File: src/rtl/core/kpqa_pkg.sv
// ============================================================================
// kpqa_pkg: shared definitions for the key press qualifier
// Holds the field widths, key event codes and configuration register indexes
// used by the qualifier core and its port checker.
// ============================================================================
`default_nettype none

package kpqa_pkg;

    // Field widths.
    localparam int KEY_W   = 8;
    localparam int TICK_W  = 16;
    localparam int TPS_W   = 15;
    localparam int EVENT_W = 3;
    localparam int IDX_W   = 3;

    // Stream data widths, rounded up to whole bytes.
    localparam int S_DATA_W = 24;
    localparam int M_DATA_W = 8;

    // Key event codes.
    localparam logic [EVENT_W-1:0] EV_NONE  = 3'd0;
    localparam logic [EVENT_W-1:0] EV_UP    = 3'd1;
    localparam logic [EVENT_W-1:0] EV_DOWN  = 3'd2;
    localparam logic [EVENT_W-1:0] EV_MODE  = 3'd3;
    localparam logic [EVENT_W-1:0] EV_POWER = 3'd4;
    localparam logic [EVENT_W-1:0] EV_COMBO = 3'd5;

    // Configuration register indexes.
    localparam logic [IDX_W-1:0] CFG_UP_MASK    = 3'd0;
    localparam logic [IDX_W-1:0] CFG_DOWN_MASK  = 3'd1;
    localparam logic [IDX_W-1:0] CFG_MODE_MASK  = 3'd2;
    localparam logic [IDX_W-1:0] CFG_POWER_MASK = 3'd3;
    localparam logic [IDX_W-1:0] CFG_TPS        = 3'd4;

endpackage

`default_nettype wire

File: src/rtl/core/key_press_qualifier_autorepeat_top.sv
// ============================================================================
// key_press_qualifier_autorepeat_top: touch key qualifier with auto-repeat
// Turns key vector samples into key events: release events, long-press
// auto-repeat for up and down, and a one-shot up+down combo hold event.
// ============================================================================
// A sample is held in the input register, and its event in the output register.
// Throughput: one sample per cycle; while a result waits on the output, the
// input register takes one more sample and then the input side stalls.
// Reset: synchronous, active low; clears the key history and both timers,
// empties both registers and loads the default key masks and 1000 ticks/s.
`default_nettype none

module key_press_qualifier_autorepeat_top (
    input  wire logic                           i_clk,
    input  wire logic                           i_rst_n,
    // Configuration write port.
    input  wire logic                           i_cfg_we,
    input  wire logic [kpqa_pkg::IDX_W-1:0]     i_cfg_addr,
    input  wire logic [kpqa_pkg::TPS_W-1:0]     i_cfg_wdata,
    // Input samples.
    input  wire logic                           s_axis_tvalid,
    output logic                                s_axis_tready,
    input  wire logic [kpqa_pkg::S_DATA_W-1:0]  s_axis_tdata,  // key_bits[7:0], tick_now[23:8]
    // Key events.
    output logic                                m_axis_tvalid,
    input  wire logic                           m_axis_tready,
    output logic [kpqa_pkg::M_DATA_W-1:0]       m_axis_tdata   // key_event[2:0], zero[7:3]
);

    // Configuration registers.
    logic [kpqa_pkg::KEY_W-1:0]  r_up_mask;
    logic [kpqa_pkg::KEY_W-1:0]  r_down_mask;
    logic [kpqa_pkg::KEY_W-1:0]  r_mode_mask;
    logic [kpqa_pkg::KEY_W-1:0]  r_power_mask;
    logic [kpqa_pkg::TPS_W-1:0]  r_tps;

    // Pipeline registers.
    logic                          r_in_valid;
    logic [kpqa_pkg::KEY_W-1:0]    r_in_keys;
    logic [kpqa_pkg::TICK_W-1:0]   r_in_tick;
    logic                          r_out_valid;
    logic [kpqa_pkg::EVENT_W-1:0]  r_out_event;

    // Qualifier state.
    logic [kpqa_pkg::KEY_W-1:0]   r_prev_keys;
    logic [kpqa_pkg::TICK_W-1:0]  r_press_start;
    logic                         r_long_hold;
    logic [kpqa_pkg::TICK_W-1:0]  r_combo_start;
    logic                         r_combo_fired;

    logic [kpqa_pkg::TICK_W-1:0]   n_press_start;
    logic                          n_long_hold;
    logic [kpqa_pkg::TICK_W-1:0]   n_combo_start;
    logic                          n_combo_fired;
    logic [kpqa_pkg::EVENT_W-1:0]  n_event;

    logic                          out_ready;
    logic                          advance;
    logic [kpqa_pkg::TICK_W-1:0]   press_elapsed;
    logic [kpqa_pkg::TICK_W-1:0]   combo_elapsed;
    logic [kpqa_pkg::TICK_W-1:0]   tps_ext;
    logic [kpqa_pkg::TICK_W-1:0]   quarter_tps;
    logic [kpqa_pkg::TICK_W:0]     combo_limit;
    logic                          is_release;
    logic                          is_hold;
    logic                          hold_long;

    // Handshake: the output register frees up when empty or taken, and the
    // input register moves on whenever the output register can load.
    assign out_ready     = !r_out_valid || m_axis_tready;
    assign advance       = r_in_valid && out_ready;
    assign s_axis_tready = !r_in_valid || out_ready;
    assign m_axis_tvalid = r_out_valid;
    assign m_axis_tdata  = {{(kpqa_pkg::M_DATA_W - kpqa_pkg::EVENT_W){1'b0}}, r_out_event};

    // Tick arithmetic; differences wrap modulo 2^16.
    assign press_elapsed = r_in_tick - r_press_start;
    assign combo_elapsed = r_in_tick - r_combo_start;
    assign tps_ext       = {1'b0, r_tps};
    assign quarter_tps   = tps_ext >> 2;
    assign combo_limit   = {1'b0, tps_ext} + {tps_ext, 1'b0};
    assign is_release    = (r_prev_keys != '0) && (r_in_keys == '0);
    assign is_hold       = (r_prev_keys != '0) && (r_prev_keys == r_in_keys);
    assign hold_long     = r_long_hold || (press_elapsed > tps_ext);

    // Event and next-state logic for the sample in the input register.
    always_comb begin
        n_event       = kpqa_pkg::EV_NONE;
        n_press_start = r_press_start;
        n_long_hold   = r_long_hold;
        n_combo_start = r_combo_start;
        n_combo_fired = r_combo_fired;

        if (is_release) begin
            // Release of a single key; up and down stay quiet after a long hold.
            if (r_prev_keys == r_up_mask) begin
                if (!r_long_hold) begin
                    n_event = kpqa_pkg::EV_UP;
                end
            end else if (r_prev_keys == r_down_mask) begin
                if (!r_long_hold) begin
                    n_event = kpqa_pkg::EV_DOWN;
                end
            end else if (r_prev_keys == r_mode_mask) begin
                n_event = kpqa_pkg::EV_MODE;
            end else if (r_prev_keys == r_power_mask) begin
                n_event = kpqa_pkg::EV_POWER;
            end
            n_press_start = r_in_tick;
            n_long_hold   = 1'b0;
        end else if (is_hold) begin
            // Same keys still down: long-press detection and auto-repeat.
            n_long_hold = hold_long;
            if (hold_long && (press_elapsed > quarter_tps)) begin
                n_press_start = r_in_tick;
                if (r_prev_keys == r_up_mask) begin
                    n_event = kpqa_pkg::EV_UP;
                end else if (r_prev_keys == r_down_mask) begin
                    n_event = kpqa_pkg::EV_DOWN;
                end
            end
        end else begin
            n_press_start = r_in_tick;
            n_long_hold   = 1'b0;
        end

        // Combo hold of up and down together overrides any other event.
        if (r_in_keys == (r_up_mask | r_down_mask)) begin
            if (({1'b0, combo_elapsed} >= combo_limit) && !r_combo_fired) begin
                n_combo_fired = 1'b1;
                n_event       = kpqa_pkg::EV_COMBO;
            end
        end else begin
            n_combo_fired = 1'b0;
            n_combo_start = r_in_tick;
        end
    end

    // Configuration registers.
    always_ff @(posedge i_clk) begin
        if (!i_rst_n) begin
            r_up_mask    <= 8'd1;
            r_down_mask  <= 8'd2;
            r_mode_mask  <= 8'd4;
            r_power_mask <= 8'd8;
            r_tps        <= 15'd1000;
        end else if (i_cfg_we) begin
            unique case (i_cfg_addr)
                kpqa_pkg::CFG_UP_MASK:    r_up_mask    <= i_cfg_wdata[kpqa_pkg::KEY_W-1:0];
                kpqa_pkg::CFG_DOWN_MASK:  r_down_mask  <= i_cfg_wdata[kpqa_pkg::KEY_W-1:0];
                kpqa_pkg::CFG_MODE_MASK:  r_mode_mask  <= i_cfg_wdata[kpqa_pkg::KEY_W-1:0];
                kpqa_pkg::CFG_POWER_MASK: r_power_mask <= i_cfg_wdata[kpqa_pkg::KEY_W-1:0];
                kpqa_pkg::CFG_TPS:        r_tps        <= i_cfg_wdata;
                default: ;
            endcase
        end
    end

    // Input register.
    always_ff @(posedge i_clk) begin
        if (!i_rst_n) begin
            r_in_valid <= 1'b0;
        end else if (s_axis_tready) begin
            r_in_valid <= s_axis_tvalid;
        end
    end

    always_ff @(posedge i_clk) begin
        if (s_axis_tready && s_axis_tvalid) begin
            r_in_keys <= s_axis_tdata[kpqa_pkg::KEY_W-1:0];
            r_in_tick <= s_axis_tdata[kpqa_pkg::KEY_W +: kpqa_pkg::TICK_W];
        end
    end

    // Output register.
    always_ff @(posedge i_clk) begin
        if (!i_rst_n) begin
            r_out_valid <= 1'b0;
        end else if (out_ready) begin
            r_out_valid <= r_in_valid;
        end
    end

    always_ff @(posedge i_clk) begin
        if (advance) begin
            r_out_event <= n_event;
        end
    end

    // Qualifier state, updated once per sample as it leaves the input register.
    always_ff @(posedge i_clk) begin
        if (!i_rst_n) begin
            r_prev_keys   <= '0;
            r_press_start <= '0;
            r_long_hold   <= 1'b0;
            r_combo_start <= '0;
            r_combo_fired <= 1'b0;
        end else if (advance) begin
            r_prev_keys   <= r_in_keys;
            r_press_start <= n_press_start;
            r_long_hold   <= n_long_hold;
            r_combo_start <= n_combo_start;
            r_combo_fired <= n_combo_fired;
        end
    end

endmodule

`default_nettype wire

File: config.mk
export PLATFORM = sky130hd
export DESIGN_NAME = key_press_qualifier_autorepeat_top
export DESIGN_NICKNAME = d
export VERILOG_FILES = /design/src/rtl/core/kpqa_pkg.sv /design/src/rtl/core/key_press_qualifier_autorepeat_top.sv
export SDC_FILE = /design/constraint.sdc
export NUM_CORES = 1
export LEC_CHECK = 0
export BUFFER_PORTS_ARGS = -buffer_cell sky130_fd_sc_hd__clkbuf_2
export CAP_MARGIN = 10
export CELL_PAD_IN_SITES_DETAIL_PLACEMENT = 1
export CELL_PAD_IN_SITES_GLOBAL_PLACEMENT = 2
export CORE_MARGIN = 5
export CORE_UTILIZATION = 30
export CTS_CLUSTER_SIZE = 20
export DETAILED_ROUTE_END_ITERATION = 12
export PLACE_DENSITY_LB_ADDON = 0.1
export SLEW_MARGIN = 20
export SYNTH_ARGS = -nofsm -noshare
export SYNTH_HDL_FRONTEND = slang
export SYNTH_SLANG_ARGS = --single-unit
export TNS_END_PERCENT = 1
File: constraint.sdc
create_clock -name i_clk -period 6.35 [get_ports i_clk]
set_input_delay 0.3175 -clock i_clk [delete_from_list [all_inputs] [get_ports i_clk]]
set_output_delay 0.3175 -clock i_clk [all_outputs]
set_load 0.005 [all_outputs]
* Yosys cells after proc, flatten, opt, wreduce, memory -nomap -nowiden *
Cells that the tools add are included.

storage, ports and cells
  flip-flop bits (word level) = 118
  bits of input ports = 47
  logic and storage cells = 78

operators by class
  add/sub/neg operators = 3
  $lt $le $gt $ge = 3
  eq/ne operators = 12
  multiplexer cells = 20
  bitwise operators = 2
  reductions and logical operators = 23

operators by type and width
  cell                  count
  $eq A8 B8 Y1          6
  $mux W16              3
  $sub A16 B16 Y16      2
  $mux W3               7
  $add A15 B16 Y17      1
  $ge A16 B17 Y1        1
  $gt A16 B13 Y1        1
  $gt A16 B15 Y1        1
  $reduce_and A2 Y1     8
  $mux W2               5
  $logic_not A8 Y1      1
  $or A8 B8 Y8          1
  $reduce_bool A8 Y1    1
  $eq A3 B2 Y1 const B  2
  $logic_and A1 B1 Y1   6
  $mux W1               5
  $eq A3 B1 Y1 const B  1
  $eq A3 B3 Y1 const B  1
  $logic_not A1 Y1      3
  $logic_not A3 Y1      1
  $logic_or A1 B1 Y1    3
  $ne A3 B2 Y1 const B  1
  $ne A2 B1 Y1 const B  1
  $not A1 Y1            1

* Logic depth before layout (Yosys ltp) *
  depth in word-level cells = 9
  mapped depth = 19

* Least setup slack after synthesis *
No wires, ideal clock.

  path kind = register to register
  start = register r_in_tick[4] (netlist name)
  end = register r_press_start[10] (netlist name)
  data arrival time = 3.910 ns
  required time = 6.230 ns
  path slack = 2.320 ns
  stages on the path, launching flop included = 17
  cells stage by stage = edfxtp_1 > ha_1 > a21o_1 > or4_4 > or2_2 > a41o_1 > xor2_1 > ha_1 > and2_1 > a221o_1 > a21o_1 > a21oi_1 > a21oi_1 > o31ai_4 > a31oi_4 > buf_6 > mux2i_1

on the way
  word-level cells in the longest chain between the ends = 6
  elaborated cells between the ends (all ways) = 7
  those cells by class = 1 x add/sub; 2 x order compare; 1 x eq/ne; 3 x reduce/logical

RTL lines
  what                                  RTL line                                   source
  start: declaration                    key_press_qualifier_autorepeat_top.sv:40   logic [kpqa_pkg::TICK_W-1:0] r_in_tick;
  start signal: assignment              key_press_qualifier_autorepeat_top.sv:171  r_in_tick <= s_axis_tdata[kpqa_pkg::KEY_W +: kpqa_pkg::TICK_W];
  $sub A16 B16 Y16 *                    key_press_qualifier_autorepeat_top.sv:77   assign press_elapsed = r_in_tick - r_press_start;
  $gt A16 B15 Y1                        key_press_qualifier_autorepeat_top.sv:84   assign hold_long = r_long_hold || (press_elapsed > tps_ext);
  $logic_or A1 B1 Y1                    key_press_qualifier_autorepeat_top.sv:84
  $logic_and A1 B1 Y1 *                 key_press_qualifier_autorepeat_top.sv:114  if (hold_long && (press_elapsed > quarter_tps)) begin
  $ne A3 B2 Y1 (no source line) *       -
  $reduce_and A2 Y1 (no source line) *  -
  end signal: assignment                key_press_qualifier_autorepeat_top.sv:200  r_press_start <= n_press_start;
  end: declaration                      key_press_qualifier_autorepeat_top.sv:46   logic [kpqa_pkg::TICK_W-1:0] r_press_start;

Mark *: on every way between the ends. The rest lies on a longest branch, timed or not.
A chain may end at the register's enable or synchronous reset.

* Final worst setup path *
  start = register r_in_tick[0] (netlist name)
  end = register r_out_event[2] (netlist name), data pin

on the way
  word-level cells in the longest chain between the ends = 5

RTL lines
  what                         RTL line                                   source
  $sub A16 B16 Y16             key_press_qualifier_autorepeat_top.sv:78   assign combo_elapsed = r_in_tick - r_combo_start;
  $ge A16 B17 Y1               key_press_qualifier_autorepeat_top.sv:129  if (({1'b0, combo_elapsed} >= combo_limit) && !r_combo_fired) begin
  $logic_and A1 B1 Y1          key_press_qualifier_autorepeat_top.sv:129
  $mux W3                      key_press_qualifier_autorepeat_top.sv:129
  $mux W3                      key_press_qualifier_autorepeat_top.sv:128  if (r_in_keys == (r_up_mask | r_down_mask)) begin
  named net n_event (one bit)  key_press_qualifier_autorepeat_top.sv:55   logic [kpqa_pkg::EVENT_W-1:0] n_event;
  end signal: assignment       key_press_qualifier_autorepeat_top.sv:186  r_out_event <= n_event;
  end: declaration             key_press_qualifier_autorepeat_top.sv:42   logic [kpqa_pkg::EVENT_W-1:0] r_out_event;

The timed path passes the listed nets, and every way through them passes these cells.

==> impl_results.md <==
- Grt total ovfl: 0
- Met3 WL: 398 µm
- Post-CTS setup buffers: 0
- Hold Worst Slack: 0.06733 ns
- Die Y: 173.7 µm
- Placed insts: 1284
- Remaining DRCs: 0
- Fraction of registers with async set/reset: 0%
- Tot Pwr: 2.295 mW
- Cell area after synthesis: 8038 µm²
- Fill cells: 3098
- Clk root buf: clkbuf_16
- GRT Total Usage: 16.19%
- Post-synth top area cell: dfxtp_1
- Initial antenna violation count: 0
- Initial Util: 30.16%
- Routed Antenna Nets: 0
- VDD IR max: 0.1800 mV
- Clock Skew: 0.01272 ns
- Unrepaired setup endpoints after global routing: false
- Max FO, Critical Path: 3
- Crit start category: flop
- Routed wl met2: 12.20 mm
- CP Data Arrival Time: 4.85 ns
- Worst slack, placed: 1.586 ns
- Max-slew violations: 0
- ANT cells: 0
- CTS Buf Count: 17
- CTS hold repair buffers: 0
- Max cap viols: 0
- Clock sinks: 118
- Dominant cells by area after synthesis: dfxtp_1 (23%), ha_1 (14%), edfxtp_1 (10%)
- Most numerous cell in the Yosys netlist: nand2_1
- Met1 wire length: 11.22 mm
- Detailed Place HPWL: 18.60 mm
- Top Ports: 57
- Synth-to-Final Area Change: 14.09%
- Vias in the first global route: 6868
- Drt pass-1 iters: 4
- Setup crit end kind: flop
- Core area: 26650 µm²
- Top sig layer: met4
- Relative slew slack: 42.12%
- Ys flop type: dfxtp_1
- Leading cell types by count after synthesis: nand2_1 (161), dfxtp_1 (91), ha_1 (89), inv_1 (63), xnor2_1 (59)
- Port Buffer Count: 51
- Die area: 30170 µm²
- Share of layout cells above drive strength 1: 10.05%
- Number of synthesized flops with an enable pin: 27
- Sequential share of the synthesized area: 32.75%
- Reg clk slew, reported paths: 0.06 ns
- Yosys top cell area share: 22.67%
- Vias per cell: 4.888
- Clock Path Buffers: 2
- Peak Freq: 213.7 MHz
- Synth Register Bits: 118
- Slew @ Worst Pin: 0.8630 ns
- Setup violators final: 0
- Global-route wire length before repair: 38.35 mm
- Syn Inst Count: 920
- 1st-iter DRT viols: 200
- GP Congestion: 0.7574
- Post-DR wirelength/cell: 18.28 µm
- # resized after CTS: 0
- Avg Cell Area, Syn: 8.737 µm²
- Clk_lat worst skew: 0.42 ns
- Setup TNS: 0 ns
- Die span in x: 173.7 µm
- Largest net degree at the start of global routing: 69
- Vias post-DR: 6433
- Worst setup margin: 1.671 ns
- Leak Pwr: 3.785 nW
- Crit path kind: flop to flop
- Outcome: complete, no violations
- Tcrit/Tclk final: 73.69%
- WL final: 24.05 mm
- Fin nets: 1101
- H-tree levels: 4
- Hold Fails Final Rpt: 0
- Synth warn: 0
- Final cell count without fillers: 1316
- FP Rows: 60
- Hold WC Path Type: input pin to flop
- Critical Path RT: 6.52 ns
- Final min period: 4.679 ns
- Synth cell types: 59
- Pwr per Cell Area: 250.3 nW/µm²
- TritonCTS clock tree: built
## critical path, cell delays in order (launching register included)
cell and delay [ns]:
edfxtp_1 0.40, inv_1 0.14, ha_1 0.19, inv_1 0.06
fa_1 0.40, a21o_1 0.18, a21oi_1 0.21, nand2b_1 0.20
a211o_1 0.19, nand3b_1 0.10, xor2_1 0.29, ha_1 0.31
a21o_1 0.19, a21oi_1 0.13, nor2b_1 0.05, a2111oi_0 0.49
o311ai_0 0.24, a211o_1 0.38, nand4_1 0.19, o41ai_1 0.10
## cells in the final DEF, fill, tap and decap left out, types with 10 or more instances in the layout
| cell | instances |
|---|---|
| nand2_1 | 161 |
| dfxtp_1 | 91 |
| ha_1 | 89 |
| inv_1 | 63 |
| xnor2_1 | 59 |
| clkbuf_2 | 50 |
| a21boi_0 | 47 |
| a21oi_1 | 44 |
| nor2_1 | 30 |
| xor2_1 | 30 |
| mux2i_1 | 30 |
| nor2b_1 | 28 |
| edfxtp_1 | 27 |
| o21ai_0 | 18 |
| nand4_1 | 17 |
| nand3_1 | 17 |
| clkbuf_16 | 17 |
| a21o_1 | 14 |
| nand2b_1 | 10 |
| o211ai_1 | 10 |
| nor4_1 | 10 |
## area by class of cell
| class | count | area (µm²) | share of cell area (%) |
|---|---|---|---|
| tap | 341 | 426.7 | 4.653 |
| clock buffer | 19 | 452.9 | 4.939 |
| sequential | 118 | 2633 | 28.71 |
| multi-input combinational | 708 | 5026 | 54.81 |
| inverter | 63 | 236.5 | 2.579 |
| clock inverter | 13 | 117.6 | 1.283 |
| timing repair buffer | 54 | 277.8 | 3.029 |
## through the flow
step                      instance area [µm²]  utilization, %
after floorplan                          8053               -
after global routing                     9170           34.41
after global placement                   8600           32.27
after detailed placement                 8600           32.27
final                                    9170           34.41
after CTS                                9170           34.41
## cell families (layout without fill, tap and decap cells)
| group | after synthesis | after routing | share of synthesized area, % |
|---|---|---|---|
| and+or+nand+nor | 303 | 303 | 17.64 |
| buffers and inverters | 98 | 149 | 4.904 |
| DFF | 118 | 118 | 32.75 |
| AOI/OAI and AO/OA | 189 | 189 | 16.63 |
| adders and majority gates | 92 | 92 | 14.60 |
| muxes | 30 | 30 | 3.736 |
| xor gates and xnor gates | 89 | 89 | 9.698 |
| other | 1 | 5 | 0.04666 |
## sequential cells by signal, indices dropped and copies added, names as in the netlist
signal         cells
m_axis_tvalid      1
r_combo_fired      1
r_combo_start     16
r_down_mask        8
r_in_keys          8
r_in_tick         16
r_in_valid         1
r_long_hold        1
r_mode_mask        8
r_out_event        3
r_power_mask       8
r_press_start     16
r_prev_keys        8
r_tps             15
r_up_mask          8
## layer usage
| metal | track usage [%] | vias up |
|---|---|---|
| met4 | 3.596 | 0 |
| met1 | 20.54 | 3097 |
| met2 | 28.94 | 43 |
| met3 | 2.639 | 14 |
| met5 | 0 | - |
| li1 | - | 3279 |
## final timing paths
kind | to | depth (start not counted) | slack (ns) | start
setup / recovery | r_out_event[2] | 19 | 1.67 | r_in_tick[0]
hold reg to reg | r_press_start[10] | 2 | 0.46 | r_press_start[10]
setup reg to reg | r_out_event[2] | 19 | 1.67 | r_in_tick[0]
hold / removal | r_in_keys[4] | 1 | 0.07 | s_axis_tdata[4]
## where the power goes
group / total (mW) / leakage (nW) / switching (mW) / internal [mW]
clock network: 0.966 / 0.281 / 0.403 / 0.563
registers: 0.838 / 1.00 / 0.0376 / 0.801
logic: 0.491 / 2.50 / 0.278 / 0.212
No activity file was read; power rests on OpenSTA's default activity.
